## config.mk

```make
export PLATFORM = sky130hd
export DESIGN_NAME = lzc_ctrl
export DESIGN_NICKNAME = d
export VERILOG_FILES = /design/src/lzc_pkg.sv /design/src/lzc_ctrl.sv
export SDC_FILE = /design/constraint.sdc
export NUM_CORES = 1
export LEC_CHECK = 0
export BUFFER_PORTS_ARGS = -buffer_cell sky130_fd_sc_hd__buf_2
export CAP_MARGIN = 0
export CORE_MARGIN = 2
export CORE_UTILIZATION = 49
export DETAILED_ROUTE_END_ITERATION = 6
export GPL_ROUTABILITY_DRIVEN = 0
export MAX_ROUTING_LAYER = met4
export PLACE_DENSITY = 0.83
export SLEW_MARGIN = 5
export SYNTH_ARGS = -nofsm -noshare
export SYNTH_HDL_FRONTEND = slang
export SYNTH_SLANG_ARGS = --single-unit
```

## constraint.sdc

```tcl
create_clock -name clk -period 3.4 [get_ports clk]
set_input_delay 0.68 -clock clk [delete_from_list [all_inputs] [get_ports clk]]
set_output_delay 0.68 -clock clk [all_outputs]
set_load 0.005 [all_outputs]
```

## src/lzc_pkg.sv

```systemverilog
// Shared types and constants of the hashed 12-bit LZW compressor.
// Holds controller states, controller/datapath command and status bundles, tables.
// No dependencies.
`default_nettype none

package lzc_pkg;

  localparam int unsigned CODE_W     = 12;
  localparam int unsigned HASH_DEPTH = 5120;
  localparam int unsigned ADDR_W     = 13;
  localparam int unsigned TAG_W      = 8;
  localparam int unsigned WORD_W     = TAG_W + 32;
  localparam int unsigned ACC_W      = 19;
  localparam int unsigned CNT_W      = 5;

  localparam logic [ADDR_W-1:0] PROBE_MOD  = 13'h13FF;
  localparam logic [ADDR_W-1:0] SWEEP_LAST = ADDR_W'(HASH_DEPTH - 1);
  localparam logic [CODE_W-1:0] DICT_RESET_CODE = 12'h100;
  localparam logic [12:0]       FIRST_FREE = 13'h101;
  localparam logic [3:0]        INIT_WIDTH = 4'd9;
  localparam logic [3:0]        MAX_WIDTH  = 4'd12;
  localparam logic [TAG_W-1:0]  TAG_FIRST  = 8'd1;
  localparam logic [TAG_W-1:0]  TAG_LAST   = 8'hFF;

  localparam logic [1:0] HDR_MAGIC0 = 2'd0;
  localparam logic [1:0] HDR_MAGIC1 = 2'd1;
  localparam logic [1:0] HDR_FLAGS  = 2'd2;

  typedef enum logic [3:0] {
    ST_SWEEP,
    ST_IDLE,
    ST_HDR,
    ST_PROBE,
    ST_PUT_PREFIX,
    ST_UPDATE,
    ST_PUT_CLEAR,
    ST_PAD,
    ST_FINAL,
    ST_FLUSH,
    ST_DRAIN
  } lzc_state_t;

  typedef enum logic {
    CODE_PREFIX,
    CODE_CLEAR
  } code_sel_t;

  typedef struct packed {
    logic      accept;
    logic      emit_hdr;
    logic [1:0] hdr_sel;
    logic      probe_step;
    logic      take_code;
    logic      put_code;
    code_sel_t code_sel;
    logic      miss_update;
    logic      pad_step;
    logic      clear_dict;
    logic      take_byte;
    logic      msg_reset;
    logic      drain;
    logic      fin_mode;
    logic      flush;
    logic      sweep;
  } lzc_cmd_t;

  typedef struct packed {
    logic started;
    logic last;
    logic hit;
    logic miss;
    logic acc_full;
    logic acc_empty;
    logic out_free;
    logic pad_done;
    logic dict_full;
    logic epoch_wrap;
    logic sweep_last;
  } lzc_stat_t;

  function automatic logic [7:0] hdr_byte(input logic [1:0] sel);
    logic [7:0] b;
    unique case (sel)
      HDR_MAGIC0: b = 8'h1F;
      HDR_MAGIC1: b = 8'h9D;
      HDR_FLAGS:  b = 8'h8C;
      default:    b = 8'h00;
    endcase
    return b;
  endfunction

  function automatic logic [6:0] pad_bits(input logic [2:0] sel);
    logic [6:0] n;
    unique case (sel)
      3'd0: n = 7'h00;
      3'd1: n = 7'h3C;
      3'd2: n = 7'h18;
      3'd3: n = 7'h54;
      3'd4: n = 7'h30;
      3'd5: n = 7'h0C;
      3'd6: n = 7'h48;
      3'd7: n = 7'h24;
      default: n = 7'h00;
    endcase
    return n;
  endfunction

endpackage

`default_nettype wire

```

## src/lzc_ctrl.sv

```systemverilog
// Controller of the compressor: sequences header, hash probes, code writes, padding,
// flush and table clearing. Depends on lzc_pkg.
`default_nettype none

module lzc_ctrl (
  input  wire logic              clk,
  input  wire logic              rst_n,
  input  wire logic              in_valid,
  output logic                   in_ready,
  input  wire lzc_pkg::lzc_stat_t stat,
  output lzc_pkg::lzc_cmd_t      cmd
);
  import lzc_pkg::*;

  lzc_state_t state_r, state_nxt;
  logic [1:0] hdr_cnt_r, hdr_cnt_nxt;

  always_ff @(posedge clk) begin
    if (!rst_n) begin
      state_r   <= ST_SWEEP;
      hdr_cnt_r <= HDR_MAGIC0;
    end else begin
      state_r   <= state_nxt;
      hdr_cnt_r <= hdr_cnt_nxt;
    end
  end

  always_comb begin
    state_nxt   = state_r;
    hdr_cnt_nxt = hdr_cnt_r;
    in_ready    = 1'b0;
    cmd         = '0;
    cmd.hdr_sel = hdr_cnt_r;
    unique case (state_r)
      ST_SWEEP: begin
        cmd.sweep = 1'b1;
        if (stat.sweep_last) begin
          state_nxt = stat.last ? ST_FINAL : ST_DRAIN;
        end
      end
      ST_IDLE: begin
        in_ready = 1'b1;
        if (in_valid) begin
          cmd.accept  = 1'b1;
          hdr_cnt_nxt = HDR_MAGIC0;
          state_nxt   = stat.started ? ST_PROBE : ST_HDR;
        end
      end
      ST_HDR: begin
        if (stat.out_free) begin
          cmd.emit_hdr = 1'b1;
          if (hdr_cnt_r == HDR_FLAGS) begin
            hdr_cnt_nxt = HDR_MAGIC0;
            state_nxt   = stat.last ? ST_FINAL : ST_IDLE;
          end else begin
            hdr_cnt_nxt = hdr_cnt_r + 2'd1;
          end
        end
      end
      ST_PROBE: begin
        priority if (stat.hit) begin
          cmd.take_code = 1'b1;
          state_nxt     = stat.last ? ST_FINAL : ST_IDLE;
        end else if (stat.miss) begin
          state_nxt = ST_PUT_PREFIX;
        end else begin
          cmd.probe_step = 1'b1;
        end
      end
      ST_PUT_PREFIX: begin
        if (stat.acc_full) begin
          cmd.drain = stat.out_free;
        end else begin
          cmd.put_code = 1'b1;
          cmd.code_sel = CODE_PREFIX;
          state_nxt    = ST_UPDATE;
        end
      end
      ST_UPDATE: begin
        cmd.miss_update = 1'b1;
        priority if (stat.dict_full) begin
          state_nxt = ST_PUT_CLEAR;
        end else begin
          state_nxt = stat.last ? ST_FINAL : ST_DRAIN;
        end
      end
      ST_PUT_CLEAR: begin
        if (stat.acc_full) begin
          cmd.drain = stat.out_free;
        end else begin
          cmd.put_code = 1'b1;
          cmd.code_sel = CODE_CLEAR;
          state_nxt    = ST_PAD;
        end
      end
      ST_PAD: begin
        priority if (stat.acc_full) begin
          cmd.drain = stat.out_free;
        end else if (!stat.pad_done) begin
          cmd.pad_step = 1'b1;
        end else begin
          cmd.clear_dict = 1'b1;
          cmd.take_byte  = 1'b1;
          priority if (stat.epoch_wrap) begin
            state_nxt = ST_SWEEP;
          end else begin
            state_nxt = stat.last ? ST_FINAL : ST_DRAIN;
          end
        end
      end
      ST_FINAL: begin
        if (stat.acc_full) begin
          cmd.drain = stat.out_free;
        end else begin
          cmd.put_code = 1'b1;
          cmd.code_sel = CODE_PREFIX;
          state_nxt    = ST_FLUSH;
        end
      end
      ST_FLUSH: begin
        cmd.fin_mode = 1'b1;
        priority if (stat.acc_full) begin
          cmd.drain = stat.out_free;
        end else if (!stat.acc_empty) begin
          cmd.flush = stat.out_free;
        end else begin
          cmd.clear_dict = 1'b1;
          cmd.msg_reset  = 1'b1;
          state_nxt      = stat.epoch_wrap ? ST_SWEEP : ST_IDLE;
        end
      end
      ST_DRAIN: begin
        if (stat.acc_full) begin
          cmd.drain = stat.out_free;
        end else begin
          state_nxt = ST_IDLE;
        end
      end
      default: state_nxt = ST_SWEEP;
    endcase
  end

endmodule

`default_nettype wire

```

## Word-level counts from Yosys, hierarchy flattened

Index checks and enable logic that the tools add are counted.

| storage, ports and cells | value |
|---|---|
| logic and storage cells | 86 |
| bits of input ports | 14 |
| output and inout port bits | 18 |
| register bits | 6 |

| cells by class | value |
|---|---|
| $add $sub $neg | 1 |
| reductions and logical operators | 6 |
| multiplexer cells | 53 |
| eq/ne operators | 24 |

Operator list:

| operator | count |
|---|---|
| two-way mux 4 bit | 17 |
| one-hot mux 4 bit (11 select lines) | 1 |
| != test 2 bit (second input constant) | 12 |
| two-way mux 1 bit | 22 |
| two-way mux 2 bit | 9 |
| equality test 4 x 3 -> 1 bit (second input constant) | 4 |
| AND reduction 13 bit | 1 |
| equality test 4 bit (second input constant) | 3 |
| equality test 4 x 2 -> 1 bit (second input constant) | 2 |
| one-hot mux 2 bit (2 select lines) | 2 |
| OR reduction 6 bit | 1 |
| equality test 4 x 1 -> 1 bit (second input constant) | 1 |
| logical NOT 4 bit | 1 |
| two-way mux 3 bit | 1 |
| != test 3 bit (second input constant) | 1 |
| AND reduction 3 bit | 1 |
| adder 2 x 1 -> 2 bit (second input constant) | 1 |
| equality test 2 bit (second input constant) | 1 |
| one-hot mux 1 bit (2 select lines) | 1 |
| nonzero test 2 bit | 1 |
| OR reduction 2 bit | 1 |

## Depth between registers and ports, before layout

| depth | value |
|---|---|
| word-level depth | 5 |
| gate-level depth with buffers | 7 |
| gate-level depth less buffers | 5 |

## Worst setup path after synthesis

Ideal clock, no wire load.

| timing path | value |
|---|---|
| path kind | input -> output |
| start point | input stat[6] in the netlist's numbering |
| end point | output cmd[6] in the netlist's numbering |
| data required time | 2720 ps |
| buffers on the path | 1 |
| arrival time | 1366 ps |
| cell stages on the path | 3 |
| path slack | 1354 ps |
| cell sequence | clkbuf_1 > nor4_1 > or2_1 |

RTL lines:

| item | line | text |
|---|---|---|
| from (decl) | lzc_ctrl.sv:10 | `input wire lzc_pkg::lzc_stat_t stat,` |
| to (decl) | lzc_ctrl.sv:11 | `output lzc_pkg::lzc_cmd_t cmd` |

==> metrics.md <==
| Metric | Value |
|---|---|
| Initial antenna violation count | `0` |
| Max-Cap Viols | `0` |
| DR vias/cell | `5.78` |
| Endpoint class of the critical path | `primary output` |
| Post-synthesis instance area | `706 sq um` |
| Mapped Nets | `109` |
| Nets | `137` |
| Mux cell area share after synthesis | `4.26%` |
| Internal power | `271 uW` |
| Post-synthesis register bit count | `6` |
| Critical path data arrival time | `1820 ps` |
| Post-CTS Setup Repair Bufs | `0` |
| Largest net degree at the start of global routing | `20` |
| Antenna-violating nets left | `0` |
| Pwr per Cell Area | `580 nW/um^2` |
| Filler Cell Count | `127` |
| Crit-path max FO | `19` |
| Seq. cell area | `120 sq um` |
| Synth top area cells | `dfxtp_1 (17%), nand2_1 (4.8%), nor2_1 (4.8%)` |
| Main combinational cell family by area after synthesis | `simple AND/OR/NAND/NOR gates` |
| Maximum vdd drop | `0.325 mV` |
| Crit path time final | `2500 ps` |
| Synth cell types | `36` |
| HPWL Detailed | `1410 um` |
| LEAKAGE | `0.424 nW` |
| Synth top area share | `17.0%` |
| Slew margin rel. | `54.4%` |
| Ys Warns | `0` |
| Sequential Power Share | `31.0%` |
| Reg clk slew, reported paths | `40 ps` |
| Multi-input gate area | `504 sq um` |
| Global-route wire length before repair | `2870 um` |
| CP cell instances | `nand2_1, nor4_1, or2_1, buf_2` |
| Yosys top cell by area | `dfxtp_1` |
| CTS Hold Bufs | `0` |
| Total CTS buffers | `3` |
| Root buffer cell | `clkbuf_4` |
| Initial drt markers | `30` |
| Fmax | `400 MHz` |
| Status | `finished, final reports clean` |
| H-tree level count | `1` |
| Die Footprint | `1760 sq um` |
| Fin. max-slew vios | `0` |
| Clock share of power | `13.0%` |
| Crit-path slowest cell | `dfxtp_1` |
| Register area share after synthesis | `17.0%` |
| Crit path buf inv count | `1` |
| Post-Synthesis Cells | `95` |
| Syn_area_per_cell | `7.43 sq um` |
| Worst-Skew Late Latency | `240 ps` |
| Die X | `42.0 um` |
| Routed WL | `1830 um` |
| P&R area growth vs syn | `20.6%` |
| DR WL/cell | `13.4 um` |
| Diodes inserted | `0` |
| Placed Cells | `133` |
| Share of cells above drive strength 1 | `33.9%` |
| Total grt overflow | `0` |
| DR pass1 iterations | `4` |
| Crit-path leading delay family | `flip-flops` |
| Port-buffer cells | `31` |
| Clk sinks | `6` |
| CTS tree | `built` |
| CP Data Required Time | `2720 ps` |
| Initial Util | `53.6%` |
| GR Util All Layers | `21.5%` |
| Startpoint types | `register` |
| Die height | `42.0 um` |
| Adder-cell share of the synthesized area | `0%` |
| Setup violators final | `0` |
| # IOs | `32` |
| HP Class | `register to register` |
| Ys flop type | `dfxtp_1` |
| Number of hold violations in the final report | `0` |
| RSZ-0062 raised after global routing | `no` |
| Clk_skew | `0.964 ps` |
| # DRC | `0` |
| Vias in the first global route | `652` |
| Final period util | `73.6%` |
| Switch Pwr | `222 uW` |
| Compound-Gate Fraction of Synth Area | `17.2%` |
| Crit path largest cell delay | `750 ps` |
| Core ar. | `1320 sq um` |
| Setup TNS | `0 ps` |
| Clk buf depth | `2` |
| Vias | `786` |
| Slew at the pin closest to its max-slew limit | `684 ps` |
| Synth Area in XOR/XNOR | `0%` |
| # rows | `13` |
| Post-synth EDFFs | `0` |
| Post_cts resized | `0` |
| Post-synthesis simple-gate area fraction | `50.0%` |
| Combinational share of power | `56.0%` |
| Async set-reset flop share out of synthesis | `0%` |
| Post-route insts no fill | `136` |
| Switch share | `45.0%` |
| Crit Path Class | `register to primary output` |
## cells by family after synthesis
group / Yosys count
simple gates: 52
mux: 3
flops: 6
buf+inv: 16
compound gates: 18
## cell usage after synthesis (2+ instances only)
cell type / instances
nor2_1: 9
a22o_1: 3
buf_2: 5
inv_1: 8
dfxtp_1: 6
nor3_1: 3
o21ai_0: 5
buf_6: 2
nor4_1: 4
a221oi_1: 2
nand2_1: 9
and4b_1: 2
mux2i_1: 3
nor3b_1: 4
nor2b_1: 5
a21oi_1: 3
a31oi_1: 3
## placed cells by master, fill, tap and decap left out, types with 3 or more instances in the layout
master	count
a21oi_1	3
a22o_1	3
a31oi_1	3
buf_2	31
clkbuf_4	3
dfxtp_1	6
inv_1	8
mux2i_1	3
nand2_1	9
nor2_1	9
nor2b_1	5
nor3_1	3
nor3b_1	4
nor4_1	4
o21ai_0	5
## final cells by class
cell class	instances	share of cell area, %
flip-flops and latches	6	14.1
clock buffers	3	2.65
well taps	15	2.21
multi-input cells	73	59.3
repair buffers	31	18.2
inverters	8	3.53
## power by group through the flow
stage	Clock, mW	Combinational [mW]	Sequential (mW)
after floorplan	0	0.273	0.0974
after global placement	0	0.267	0.150
after detailed placement	0	0.275	0.152
after CTS	0.0667	0.277	0.151
after global routing	0.0734	0.301	0.161
final	0.0642	0.276	0.153
## metrics by stage
stage / setup slack, ps / hold slack, ps / util [%] / power, mW / area [sq um]
finish: 899 / 566 / 64.6 / 0.493 / 851
global route: 783 / 610 / 64.6 / 0.536 / 851
CTS: 949 / 569 / 64.6 / 0.495 / 851
detailed placement: 1210 / 556 / 62.9 / 0.428 / 828
global placement: 1270 / 553 / 62.9 / 0.417 / 828
floorplan: 1350 / 534 / - / 0.370 / 706
## worst register-to-register path, cell delays in order (launching register included)
cell and delay, ps:
dfxtp_1 670, nor2_1 160, nor4b_2 210, nor4_4 370, a21oi_1 110, a311oi_1 250
## sequential cells by signal, indices dropped and copies added, names as in the netlist
signal and cells:
state_r 4, hdr_cnt_r 2
## worst paths after layout
path / to / cells after the start / slack [ps] / startpoint
setup / recovery: cmd[6] / 4 / 900 / state_r[2]$_SDFFE_PN0P_
hold / removal: hdr_cnt_r[0]$_SDFFE_PN0P_ / 2 / 570 / hdr_cnt_r[0]$_SDFFE_PN0P_
setup reg to reg: state_r[0]$_SDFFE_PN0P_ / 5 / 1530 / state_r[0]$_SDFFE_PN0P_
hold reg to reg: hdr_cnt_r[0]$_SDFFE_PN0P_ / 2 / 570 / hdr_cnt_r[0]$_SDFFE_PN0P_
## metal layers
metal / GRT usage [%] / vias up / part of all wire, %
met5: - / - / 0
met4: 1.94 / 0 / 0
met3: 6.52 / 0 / 6.0
met2: 34.4 / 28 / 50
met1: 27.6 / 365 / 44
li1: - / 393 / -
(Power assumes the default switching activity.)
